==> config.mk <==
export PLATFORM = sky130hd
export DESIGN_NAME = c_comment_stripper
export DESIGN_NICKNAME = d
export VERILOG_FILES = /design/src/hdl/ccs_pkg.sv /design/src/hdl/ccs_scan.sv /design/src/hdl/ccs_out_fifo.sv /design/src/hdl/c_comment_stripper.sv
export SDC_FILE = /design/constraint.sdc
export NUM_CORES = 1
export LEC_CHECK = 0
export ABC_AREA = 1
export BUFFER_PORTS_ARGS = -buffer_cell sky130_fd_sc_hd__clkbuf_2
export CORE_MARGIN = 2
export CORE_UTILIZATION = 40
export CTS_CLUSTER_SIZE = 30
export DETAILED_ROUTE_END_ITERATION = 8
export MAX_ROUTING_LAYER = met4
export PLACE_DENSITY = 0.55
export SYNTH_ARGS = -nofsm -noshare
export SYNTH_HDL_FRONTEND = slang
export SYNTH_SLANG_ARGS = --single-unit
==> constraint.sdc <==
create_clock -name clk -period 13 [get_ports clk]
set_input_delay 2.6 -clock clk [delete_from_list [all_inputs] [get_ports clk]]
set_output_delay 2.6 -clock clk [all_outputs]
set_load 0.005 [all_outputs]
==> src/hdl/ccs_pkg.sv <==
package ccs_pkg;

  localparam int LINE_BITS    = 20;
  localparam int BALANCE_BITS = 16;
  localparam int CHAR_W       = 21;
  localparam int ELINE_W      = 20;

  localparam logic [CHAR_W-1:0] CH_QUOTE = CHAR_W'(8'h22);
  localparam logic [CHAR_W-1:0] CH_SLASH = CHAR_W'(8'h2F);
  localparam logic [CHAR_W-1:0] CH_STAR  = CHAR_W'(8'h2A);
  localparam logic [CHAR_W-1:0] CH_NL    = CHAR_W'(8'h0A);

  localparam logic [LINE_BITS-1:0] LINE_MAX = {LINE_BITS{1'b1}};
  localparam logic signed [BALANCE_BITS-1:0] BAL_MAX = {1'b0, {(BALANCE_BITS-1){1'b1}}};
  localparam logic signed [BALANCE_BITS-1:0] BAL_MIN = {1'b1, {(BALANCE_BITS-1){1'b0}}};

  typedef enum logic [6:0] {
    MODE_NORMAL = 7'b0000001,
    MODE_STRING = 7'b0000010,
    MODE_SLASH  = 7'b0000100,
    MODE_STAR   = 7'b0001000,
    MODE_LINE   = 7'b0010000,
    MODE_BLOCK  = 7'b0100000,
    MODE_BSTAR  = 7'b1000000
  } ccs_mode_t;

  typedef struct packed {
    logic [CHAR_W-1:0]  out_char;
    logic               char_valid;
    logic               is_last;
    logic               at_end;
    logic               mismatch;
    logic [ELINE_W-1:0] fault_line;
  } ccs_res_t;

  typedef struct packed {
    logic [1:0] num;
    ccs_res_t   r0;
    ccs_res_t   r1;
  } ccs_push_t;

  function automatic ccs_res_t ccs_char_res(input logic [CHAR_W-1:0] c);
    ccs_res_t r;
    r            = '0;
    r.out_char   = c;
    r.char_valid = 1'b1;
    return r;
  endfunction

endpackage

==> src/hdl/ccs_scan.sv <==
module ccs_scan (
  input  logic                      clk,
  input  logic                      rst_n,
  input  logic                      item_vld,
  input  logic                      item_action,
  input  logic [ccs_pkg::CHAR_W-1:0] item_char,
  input  logic [1:0]                fifo_free,
  output logic                      take,
  output ccs_pkg::ccs_push_t        push
);
  import ccs_pkg::*;

  ccs_mode_t                       mode_r, mode_nxt;
  logic [LINE_BITS-1:0]            line_r, line_nxt;
  logic signed [BALANCE_BITS-1:0]  bal_r, bal_nxt;
  logic [LINE_BITS-1:0]            mark_r, mark_nxt;

  logic              emit0, emit1, stat;
  logic [CHAR_W-1:0] ch0, ch1;
  logic              bump, up, down;
  logic [1:0]        num;
  ccs_res_t          res1, st_res;

  always_comb begin
    emit0    = 1'b0;
    emit1    = 1'b0;
    stat     = 1'b0;
    ch0      = '0;
    ch1      = item_char;
    bump     = 1'b0;
    up       = 1'b0;
    down     = 1'b0;
    mode_nxt = mode_r;
    mark_nxt = mark_r;
    if (item_action) begin
      stat     = 1'b1;
      emit1    = 1'b1;
      mode_nxt = MODE_NORMAL;
      if (mode_r == MODE_SLASH) begin
        emit0 = 1'b1;
        ch0   = CH_SLASH;
      end else if (mode_r == MODE_STAR) begin
        emit0 = 1'b1;
        ch0   = CH_STAR;
      end
    end else begin
      unique case (mode_r) inside
        MODE_STRING: begin
          emit1 = 1'b1;
          if (item_char == CH_QUOTE) begin
            mode_nxt = MODE_NORMAL;
          end else if (item_char == CH_NL) begin
            bump = 1'b1;
          end
        end
        MODE_SLASH, MODE_STAR: begin
          if (mode_r == MODE_SLASH && item_char == CH_SLASH) begin
            mode_nxt = MODE_LINE;
          end else if (mode_r == MODE_SLASH && item_char == CH_STAR) begin
            mark_nxt = line_r;
            up       = 1'b1;
            mode_nxt = MODE_BLOCK;
          end else if (mode_r == MODE_STAR && item_char == CH_SLASH) begin
            mark_nxt = line_r;
            down     = 1'b1;
            mode_nxt = MODE_SLASH;
          end else begin
            emit0 = 1'b1;
            ch0   = (mode_r == MODE_SLASH) ? CH_SLASH : CH_STAR;
            if (item_char == CH_QUOTE) begin
              emit1    = 1'b1;
              mode_nxt = MODE_STRING;
            end else if (item_char == CH_SLASH) begin
              mode_nxt = MODE_SLASH;
            end else if (item_char == CH_STAR) begin
              mode_nxt = MODE_STAR;
            end else begin
              emit1    = 1'b1;
              bump     = (item_char == CH_NL);
              mode_nxt = MODE_NORMAL;
            end
          end
        end
        MODE_LINE: begin
          if (item_char == CH_NL) begin
            bump     = 1'b1;
            emit1    = 1'b1;
            mode_nxt = MODE_NORMAL;
          end
        end
        MODE_BLOCK: begin
          if (item_char == CH_NL) begin
            bump  = 1'b1;
            emit1 = 1'b1;
          end else if (item_char == CH_STAR) begin
            mode_nxt = MODE_BSTAR;
          end
        end
        MODE_BSTAR: begin
          if (item_char == CH_SLASH) begin
            down     = 1'b1;
            mode_nxt = MODE_NORMAL;
          end else if (item_char != CH_STAR) begin
            mode_nxt = MODE_BLOCK;
            if (item_char == CH_NL) begin
              bump  = 1'b1;
              emit1 = 1'b1;
            end
          end
        end
        default: begin
          if (item_char == CH_QUOTE) begin
            emit1    = 1'b1;
            mode_nxt = MODE_STRING;
          end else if (item_char == CH_SLASH) begin
            mode_nxt = MODE_SLASH;
          end else if (item_char == CH_STAR) begin
            mode_nxt = MODE_STAR;
          end else begin
            emit1    = 1'b1;
            bump     = (item_char == CH_NL);
            mode_nxt = MODE_NORMAL;
          end
        end
      endcase
    end
  end

  always_comb begin
    line_nxt = line_r;
    bal_nxt  = bal_r;
    if (bump && line_r != LINE_MAX) begin
      line_nxt = line_r + 1'b1;
    end
    if (up && bal_r != BAL_MAX) begin
      bal_nxt = bal_r + BALANCE_BITS'(1);
    end else if (down && bal_r != BAL_MIN) begin
      bal_nxt = bal_r - BALANCE_BITS'(1);
    end
  end

  always_comb begin
    st_res            = '0;
    st_res.is_last    = 1'b1;
    st_res.at_end     = 1'b1;
    st_res.mismatch   = (bal_r != '0);
    st_res.fault_line = st_res.mismatch ? ELINE_W'(mark_r) : '0;
    res1              = stat ? st_res : ccs_char_res(ch1);
    res1.is_last      = 1'b1;
    num               = {1'b0, emit0} + {1'b0, emit1};
    take              = item_vld && (num <= fifo_free);
    push.num          = take ? num : 2'd0;
    push.r1           = res1;
    if (emit0) begin
      push.r0         = ccs_char_res(ch0);
      push.r0.is_last = !emit1;
    end else begin
      push.r0 = res1;
    end
  end

  always_ff @(posedge clk) begin
    if (!rst_n) begin
      mode_r <= MODE_NORMAL;
      line_r <= '0;
      bal_r  <= '0;
      mark_r <= '0;
    end else if (take) begin
      if (item_action) begin
        mode_r <= MODE_NORMAL;
        line_r <= '0;
        bal_r  <= '0;
        mark_r <= '0;
      end else begin
        mode_r <= mode_nxt;
        line_r <= line_nxt;
        bal_r  <= bal_nxt;
        mark_r <= mark_nxt;
      end
    end
  end

endmodule

==> src/hdl/ccs_out_fifo.sv <==
module ccs_out_fifo (
  input  logic               clk,
  input  logic               rst_n,
  input  ccs_pkg::ccs_push_t push,
  output logic [1:0]         fifo_free,
  output logic               head_vld,
  input  logic               head_rdy,
  output ccs_pkg::ccs_res_t  head
);
  import ccs_pkg::*;

  ccs_res_t   q0_r, q1_r, q0_nxt, q1_nxt, rem0;
  logic [1:0] cnt_r, cnt_nxt, rem;
  logic       pop;

  assign head_vld  = (cnt_r != 2'd0);
  assign head      = q0_r;
  assign fifo_free = 2'd2 - cnt_r;
  assign pop       = head_vld && head_rdy;

  always_comb begin
    rem     = cnt_r - {1'b0, pop};
    rem0    = pop ? q1_r : q0_r;
    q0_nxt  = q0_r;
    q1_nxt  = q1_r;
    cnt_nxt = rem + push.num;
    if (rem == 2'd0) begin
      q0_nxt = push.r0;
      q1_nxt = push.r1;
    end else begin
      q0_nxt = rem0;
      if (push.num != 2'd0) begin
        q1_nxt = push.r0;
      end
    end
  end

  always_ff @(posedge clk) begin
    if (!rst_n) begin
      cnt_r <= '0;
    end else begin
      cnt_r <= cnt_nxt;
    end
  end

  always_ff @(posedge clk) begin
    q0_r <= q0_nxt;
    q1_r <= q1_nxt;
  end

endmodule

==> src/hdl/c_comment_stripper.sv <==
// Streaming C comment remover. One character or end-of-text item is taken per
// cycle into an input register, scanned against the current mode and queued
// as up to two results in a two-entry output queue that feeds out_*. An item
// passes through the input register and then the output queue before any of
// its results appears. With the output side always ready, throughput is one
// item per cycle; an item that releases a held slash or star together with
// its own character needs both queue entries, so it waits for the queue to
// empty and then holds off the next item until one of its results has left;
// a full queue holds off input.
module c_comment_stripper (
  input  logic                        clk,
  input  logic                        rst_n,
  input  logic                        in_valid,
  output logic                        in_ready,
  input  logic                        in_action,
  input  logic [ccs_pkg::CHAR_W-1:0]  in_char_in,
  output logic                        out_valid,
  input  logic                        out_ready,
  output logic [ccs_pkg::CHAR_W-1:0]  out_char,
  output logic                        out_char_valid,
  output logic                        out_is_last,
  output logic                        out_at_end,
  output logic                        out_mismatch,
  output logic [ccs_pkg::ELINE_W-1:0] out_fault_line
);
  import ccs_pkg::*;

  logic              in_vld_r, in_vld_nxt;
  logic              in_action_r;
  logic [CHAR_W-1:0] in_char_r;
  logic              take;
  logic [1:0]        fifo_free;
  ccs_push_t         push;
  ccs_res_t          head;

  assign in_ready = !in_vld_r || take;

  always_comb begin
    in_vld_nxt = in_vld_r;
    if (in_valid && in_ready) begin
      in_vld_nxt = 1'b1;
    end else if (take) begin
      in_vld_nxt = 1'b0;
    end
  end

  always_ff @(posedge clk) begin
    if (!rst_n) begin
      in_vld_r <= 1'b0;
    end else begin
      in_vld_r <= in_vld_nxt;
    end
  end

  always_ff @(posedge clk) begin
    if (in_valid && in_ready) begin
      in_action_r <= in_action;
      in_char_r   <= in_char_in;
    end
  end

  ccs_scan u_scan (
    .clk         (clk),
    .rst_n       (rst_n),
    .item_vld    (in_vld_r),
    .item_action (in_action_r),
    .item_char   (in_char_r),
    .fifo_free   (fifo_free),
    .take        (take),
    .push        (push)
  );

  ccs_out_fifo u_out_fifo (
    .clk       (clk),
    .rst_n     (rst_n),
    .push      (push),
    .fifo_free (fifo_free),
    .head_vld  (out_valid),
    .head_rdy  (out_ready),
    .head      (head)
  );

  assign out_char       = head.out_char;
  assign out_char_valid = head.char_valid;
  assign out_is_last    = head.is_last;
  assign out_at_end     = head.at_end;
  assign out_mismatch   = head.mismatch;
  assign out_fault_line = head.fault_line;

endmodule

==> summary.txt, run 1 <==
Outcome
  • Status: completed

Routing
  • Initial DRC count: 500
  • First-pass iteration count of the detailed router: 5
  • Routed vias/inst: 4.96
  • Drt drc: 0
  • Routed len/inst: 14.3 µm
  • ANT nets after route: 0
  • Vias: 6597
  • Routed WL: 19.0 mm

Worst setup path
  • Worst reg2reg path depth: 16
  • CP max stage delay: 0.65 ns
  • Arr. time, crit path: 3.26 ns
  • CP startpoint: in_action_r
  • FF-to-FF Start: in_action_r
  • Critical Path End: in_ready
  • Top delay family on crit path: buffers and inverters
  • Crit path launch type: flop
  • Critical path's slowest cell: o21ai_4
  • Worst path bufs/invs: 4
  • Worst EP required: 10.40 ns
  • CP max FO: 46
  • Critical path class: flop to output pin
  • Ordered cell list for the critical path: buf_4 > inv_2 > o21ai_4 > ha_1 > inv_1 > ha_1 > nand2_1 > nand3_1 > clkbuf_2
  • FF-to-FF End: u_out_fifo.q1_r[1]
  • CP most frequent cell: ha_1
  • Setup slack on the worst flop-to-flop path: 7.96 ns
  • CP endpoint kind: output pin
  • Critical path depth: 9

CTS
  • Post-cts gate resize count: 0
  • Worst skew pair latency: 0.43 ns
  • Root Buffer: clkbuf_16
  • CTS tree: done
  • Clk slew on worst S/H paths: 0.07 ns
  • CTS buffer count: 17
  • TritonCTS sink count: 178
  • H-tree lvl count: 4
  • Post-CTS setup buffers: 0
  • Max clock buf depth: 2
  • # hold bufs at CTS: 0

Synthesis
  • Synth area leader: edfxtp_1
  • Syn_area_per_cell: 8.85 µm²
  • Sequential area share after synthesis: 53.7%
  • Mapped cell area: 0.00870 mm²
  • Post-synth EDFFs: 111
  • Area contributors post-synth: edfxtp_1 38%, dfxtp_1 15%, nand2_1 8.9%
  • Syn. warnings: 0
  • Cells after synthesis: 983
  • Synth Register Bits: 178
  • Synth top area share: 38.3%
  • Top FF cell, synth: edfxtp_1
  • Most frequent cells after synthesis: 207 x nand2_1, 120 x nor2_1, 111 x edfxtp_1
  • Asr flop ratio synth: 0%
  • Most frequent cell after synthesis: nand2_1
  • Synth cell types: 44
  • Synth Net Count: 1031

STA
  • Final hold violation count: 0
  • Pins Over Slew Limit: 0
  • Tmin final: 5.86 ns
  • Fmax: 171 MHz
  • RSZ-0062 raised after global routing: no
  • Worst slew pin tran: 1.05 ns
  • Final worst path period share: 45.1%
  • Clk_skew: 0.0105 ns
  • Post-Route Setup TNS: 0 ns
  • Final setup margin: 7.14 ns
  • Setup-failing EPs final: 0
  • Rel. slew slack: 30.2%
  • WHS: 0.467 ns

Power and ir drop
  • Cell leakage power: 3.92 nW
  • Sequential share of power: 41.0%
  • NetSw: 0.900 mW
  • Clk network pwr share: 22.0%
  • Power Density: 234 mW/mm²
  • Sw Ratio: 38.9%
  • Pint: 1.41 mW
  • Max rail drop VDD: 0.173 mV
  • Final Total Pwr: 2.31 mW
  • Logic pwr share: 37.1%

Job
  • Max_cap viols: 0

Global route
  • Global-route wire length before repair: 31.5 mm
  • Total Routing Usage GR: 17.9%
  • Vias in the first global route: 6154
  • Largest net degree at the start of global routing: 59
  • Antenna violations before repair: 0
  • Final global-route overflow total: 0

Hold path
  • HP Class: flop to flop

Floorplanning
  • Die H: 151 µm
  • Row count: 53
  • Core footprint: 0.0212 mm²
  • Die area: 0.0229 mm²
  • Starting Density: 41.1%
  • DIE WIDTH: 151 µm
  • IO Count: 73

Place
  • Placement Setup Slack: 7.51 ns
  • Area post-placement: 0.00928 mm²
  • Detailed Place HPWL: 13.3 mm
  • Placer congestion estimate: 0.829
  • Port bufs: 72
  • Placed insts: 1300

Layout
  • Fin util: 46.6%
  • Final #Nets: 1092
  • Area Overhead vs Synth: 13.3%
  • Layout Cells excl Fill: 1331
  • Antenna diode count: 0
  • Share of layout cells above drive strength 1: 14.8%
  • Final std cell area, no fill: 0.00986 mm²
[worst min-delay path, stage by stage, from the launching register on]
cell,delay [ns]
dfxtp_1,0.31
nand2_1,0.06
a21oi_1,0.05
[sequential cells by signal, summed over array words and instances (netlist names)]
| signal | cells |
|---|---|
| in_action_r | 1 |
| in_char_r | 21 |
| in_vld_r | 1 |
| u_out_fifo.cnt_r | 2 |
| u_out_fifo.head | 45 |
| u_out_fifo.q1_r | 45 |
| u_scan.bal_r | 16 |
| u_scan.line_r | 20 |
| u_scan.mark_r | 20 |
| u_scan.mode_r | 7 |
[worst min path at each step]
stage | startpoint | endpoint | slack [ns] | cells after the start
3_5_place_dp | u_scan.mark_r[1] | u_scan.mark_r[1] | 0.46 | 2
5_1_grt | u_scan.mark_r[1] | u_scan.mark_r[1] | 0.49 | 2
6_report | u_scan.mark_r[1] | u_scan.mark_r[1] | 0.47 | 2
2_1_floorplan | u_scan.line_r[19] | u_scan.line_r[19] | 0.44 | 1
4_1_cts | u_scan.mark_r[1] | u_scan.mark_r[1] | 0.47 | 2
3_3_place_gp | u_scan.mark_r[18] | u_scan.mark_r[18] | 0.46 | 2
[logic make-up after synthesis]
| logic type | after synthesis | synth area share (%) |
|---|---|---|
| adders and majority gates | 22 | 3.25 |
| DFF | 178 | 53.7 |
| buffers and inverters | 136 | 6.30 |
| AOI/OAI and AO/OA | 184 | 11.6 |
| xor gates and xnor gates | 14 | 1.41 |
| and+or+nand+nor | 449 | 23.7 |
[power groups by stage]
stage          Combinational (mW)  Sequential (mW)  Clock, mW
2_1_floorplan               0.613            0.972          0
3_3_place_gp                0.862            0.958          0
3_5_place_dp                0.869            0.961          0
4_1_cts                     0.871            0.949      0.518
5_1_grt                     0.977            0.967      0.540
6_report                    0.857            0.947      0.508
[area by class of cell]
type / count / area (µm²)
timing repair buffer: 75 / 383
clock inverter: 13 / 149
tap: 275 / 344
fill: 2061 / 11300
clock buffer: 18 / 429
multi-input combinational: 669 / 3490
sequential: 178 / 4670
inverter: 103 / 387
[routing by layer]
| layer | global-route usage (%) | share of wire, % | up-vias | wire length [µm] |
|---|---|---|---|---|
| met3 | 2.72 | 3.3 | 15 | 630 |
| li1 | - | - | 3439 | - |
| met2 | 27.6 | 45 | 111 | 8530 |
| met5 | - | 0 | - | 0 |
| met4 | 4.95 | 1.1 | 0 | 213 |
| met1 | 24.8 | 51 | 3032 | 9600 |
[cell usage in the layout (no fill, tap or decap), types with 3 or more instances in the layout]
cell type	n
a21oi_1	83
buf_4	3
clkbuf_16	17
clkbuf_2	72
dfxtp_1	67
edfxtp_1	111
ha_1	21
inv_1	95
inv_2	6
inv_6	4
nand2_1	206
nand2_2	6
nand2_4	3
nand3_1	41
nand3_2	3
nand3b_1	3
nand4_1	18
nor2_1	120
nor2_2	5
nor2_4	5
nor3_1	16
nor3_2	15
nor4_1	3
o211ai_1	4
o21ai_0	68
o31ai_1	15
xnor2_1	8
xor2_1	6
Power figures use the tool's default switching activity.
==> inputs of run 2 (changes only) <==
==> constraint.sdc (replaced) <==
create_clock -name clk -period 6.1 [get_ports clk]
set_input_delay 1.22 -clock clk [delete_from_list [all_inputs] [get_ports clk]]
set_output_delay 1.22 -clock clk [all_outputs]
set_load 0.005 [all_outputs]
==> summary.txt, run 2 (synthesis results as in run 1) <==
Hold path
  • HP Class: flop to flop
  • Hold Path Depth: 2 (unchanged)
  • Worst hold start: u_scan.mark_r[18]
  • Hold Path Sink: u_scan.mark_r[18]

Worst setup path
  • Setup slack on the worst flop-to-flop path: 1.42 ns (-6.54 ns)
  • FF-to-FF End: u_out_fifo.q1_r[4]
  • Crit path launch type: flop
  • Arr. time, crit path: 4.94 ns (+1.68 ns)
  • Worst reg2reg path depth: 21 (+5)
  • CP max FO: 45 (-2.2%)
  • FF-to-FF Start: in_char_r[7]
  • Worst EP required: 6.35 ns (-4.05 ns)
  • Top delay family on crit path: simple AND/OR/NAND/NOR gates
  • CP max stage delay: 0.73 ns (+0.08 ns)
  • Critical path class: flop to flop
  • Worst path bufs/invs: 5 (+1)
  • Critical path's slowest cell: inv_2
  • Ordered cell list for the critical path: nor2_1 > nand2_1 > inv_2 > nand3_1 > o21ai_0 > nor2_1 > nor3_1 > o211ai_1 > ha_1 > ha_1 > inv_1 > o21bai_1 > nand2_1 > nand2_1 > inv_1 > o21ai_0 > inv_1 > nor2_2 > inv_2 > nand2_4 > nor3_1
  • CP endpoint kind: flop

Floorplanning
  • DIE WIDTH: 151 µm (unchanged)
  • Starting Density: 41.1% (unchanged)
  • Row count: 53 (unchanged)
  • Die H: 151 µm (unchanged)
  • IO Count: 73 (unchanged)
  • Core footprint: 0.0212 mm² (unchanged)
  • Die area: 0.0229 mm² (unchanged)

Global route
  • Global-route wire length before repair: 31.7 mm (+0.55%)
  • Vias in the first global route: 6247 (+1.5%)
  • Largest net degree at the start of global routing: 59 (unchanged)
  • Antenna violations before repair: 0 (unchanged)
  • Final global-route overflow total: 0 (unchanged)
  • Total Routing Usage GR: 18.2% (+0.26 points)

Layout
  • Commonest non-fill, non-tap cell in the layout: nand2_1
  • Commonest non-fill, non-tap cells in the layout: 206 x nand2_1, 120 x nor2_1, 111 x edfxtp_1
  • Final std cell area, no fill: 0.00989 mm² (+0.34%)
  • Fin util: 46.8% (+0.16 points)
  • Area Overhead vs Synth: 13.7%
  • Antenna diode count: 0 (unchanged)
  • Share of layout cells above drive strength 1: 15.0% (+0.26 points)
  • Final #Nets: 1093 (+0.092%)

Routing
  • ANT nets after route: 0 (unchanged)
  • Vias: 6591 (-0.091%)
  • First-pass iteration count of the detailed router: 5 (unchanged)
  • Routed WL: 19.0 mm (-0.14%)
  • Routed len/inst: 14.2 µm (-0.29%)
  • Drt drc: 0 (unchanged)
  • Initial DRC count: 471 (-5.8%)
  • Routed vias/inst: 4.94 (-0.24%)

STA
  • Setup-failing EPs final: 0 (unchanged)
  • Final hold violation count: 0 (unchanged)
  • Final worst path period share: 76.8%
  • Fmax: 214 MHz
  • Post-Route Setup TNS: 0 ns (unchanged)
  • Clk_skew: 0.00943 ns (-0.00106 ns)
  • Worst slew pin tran: 1.07 ns (+0.0293 ns)
  • Tmin final: 4.68 ns
  • Rel. slew slack: 28.2% (-2.0 points)
  • Pins Over Slew Limit: 0 (unchanged)
  • RSZ-0062 raised after global routing: no
  • Final setup margin: 1.42 ns (-5.72 ns)

CTS
  • CTS buffer count: 17 (unchanged)
  • Post-CTS setup buffers: 0 (unchanged)
  • Root Buffer: clkbuf_16
  • Max clock buf depth: 2 (unchanged)
  • Worst skew pair latency: 0.44 ns (about the same)
  • CTS tree: done
  • # hold bufs at CTS: 0 (unchanged)
  • TritonCTS sink count: 178 (unchanged)
  • H-tree lvl count: 4 (unchanged)
  • Clk slew on worst S/H paths: 0.07 ns (about the same)
  • Post-cts gate resize count: 0 (unchanged)

Place
  • Detailed Place HPWL: 13.3 mm (about the same)
  • Port bufs: 72 (unchanged)
  • Area post-placement: 0.00929 mm² (about the same)
  • Placer congestion estimate: 0.866 (+4.5%)
  • Placement Setup Slack: 1.46 ns (-6.05 ns)

Power and ir drop
  • Power Density: 496 mW/mm² (+110%)
  • Cell leakage power: 3.94 nW (+0.33%)
  • Max rail drop VDD: 0.317 mV (+84%)

Outcome
  • Status: completed

Job
  • Max_cap viols: 0 (unchanged)
run 2: cell count changes in the layout (fill, tap and decap cells not counted), sizes merged:
cell,before,now
buf,3,4
bufinv,2,0
clkinv,6,7
inv,106,108
run 2: per-stage QoR:
stage | instances | power (mW) | hold WS, ns
after floorplan | 983 | 3.38 | 0.443
after global placement | 1301 | 3.86 | 0.453
after detailed placement | 1301 | 3.88 | 0.461
after CTS | 1333 | 4.97 | 0.476
after global routing | 1333 | 5.30 | 0.499
final | 1333 | 4.91 | 0.472
run 2: tightest hold or removal path: cells and delay by family, from the launching register on:
kind               cells  cell delay, ns
and+or+nand+nor        1            0.06
AOI/OAI and AO/OA      1            0.05
DFF                    1            0.31
run 2: worst max path at each step:
stage | startpoint | to | slack [ns] | cells after the start
floorplan | out_ready | u_out_fifo.head[0] | 1.14 | 2
global placement | in_char_r[2] | u_out_fifo.q1_r[5] | 1.52 | 21
detailed placement | in_char_r[11] | u_out_fifo.q1_r[3] | 1.46 | 21
CTS | in_char_r[11] | u_out_fifo.q1_r[4] | 1.41 | 19
global route | in_char_r[7] | u_out_fifo.q1_r[44] | 0.87 | 21
finish | in_char_r[7] | u_out_fifo.q1_r[4] | 1.42 | 21
run 2: metal layers:
metal  routed length, µm  vias up  track usage [%]  share of wire, %
li1                    -     3446                -                 -
met1                9510     3004             25.6                50
met2                8390      120             27.1                44
met3                 828       21             3.20               4.4
met4                 217        0             5.00               1.1
met5                   0        -                -                 0
run 2: layout make-up:
type | count | area, µm²
tap | 275 | 344
fill | 2070 | 11300
clock buffer | 18 | 439
sequential | 178 | 4670
timing repair buffer | 76 | 390
clock inverter | 14 | 165
multi-input combinational | 669 | 3490
inverter | 103 | 387
run 2: power by group:
part           internal [mW]  switching, mW
Sequential              1.90          0.118
Combinational          0.502           1.31
Clock                  0.562          0.525
Total                   2.96           1.95
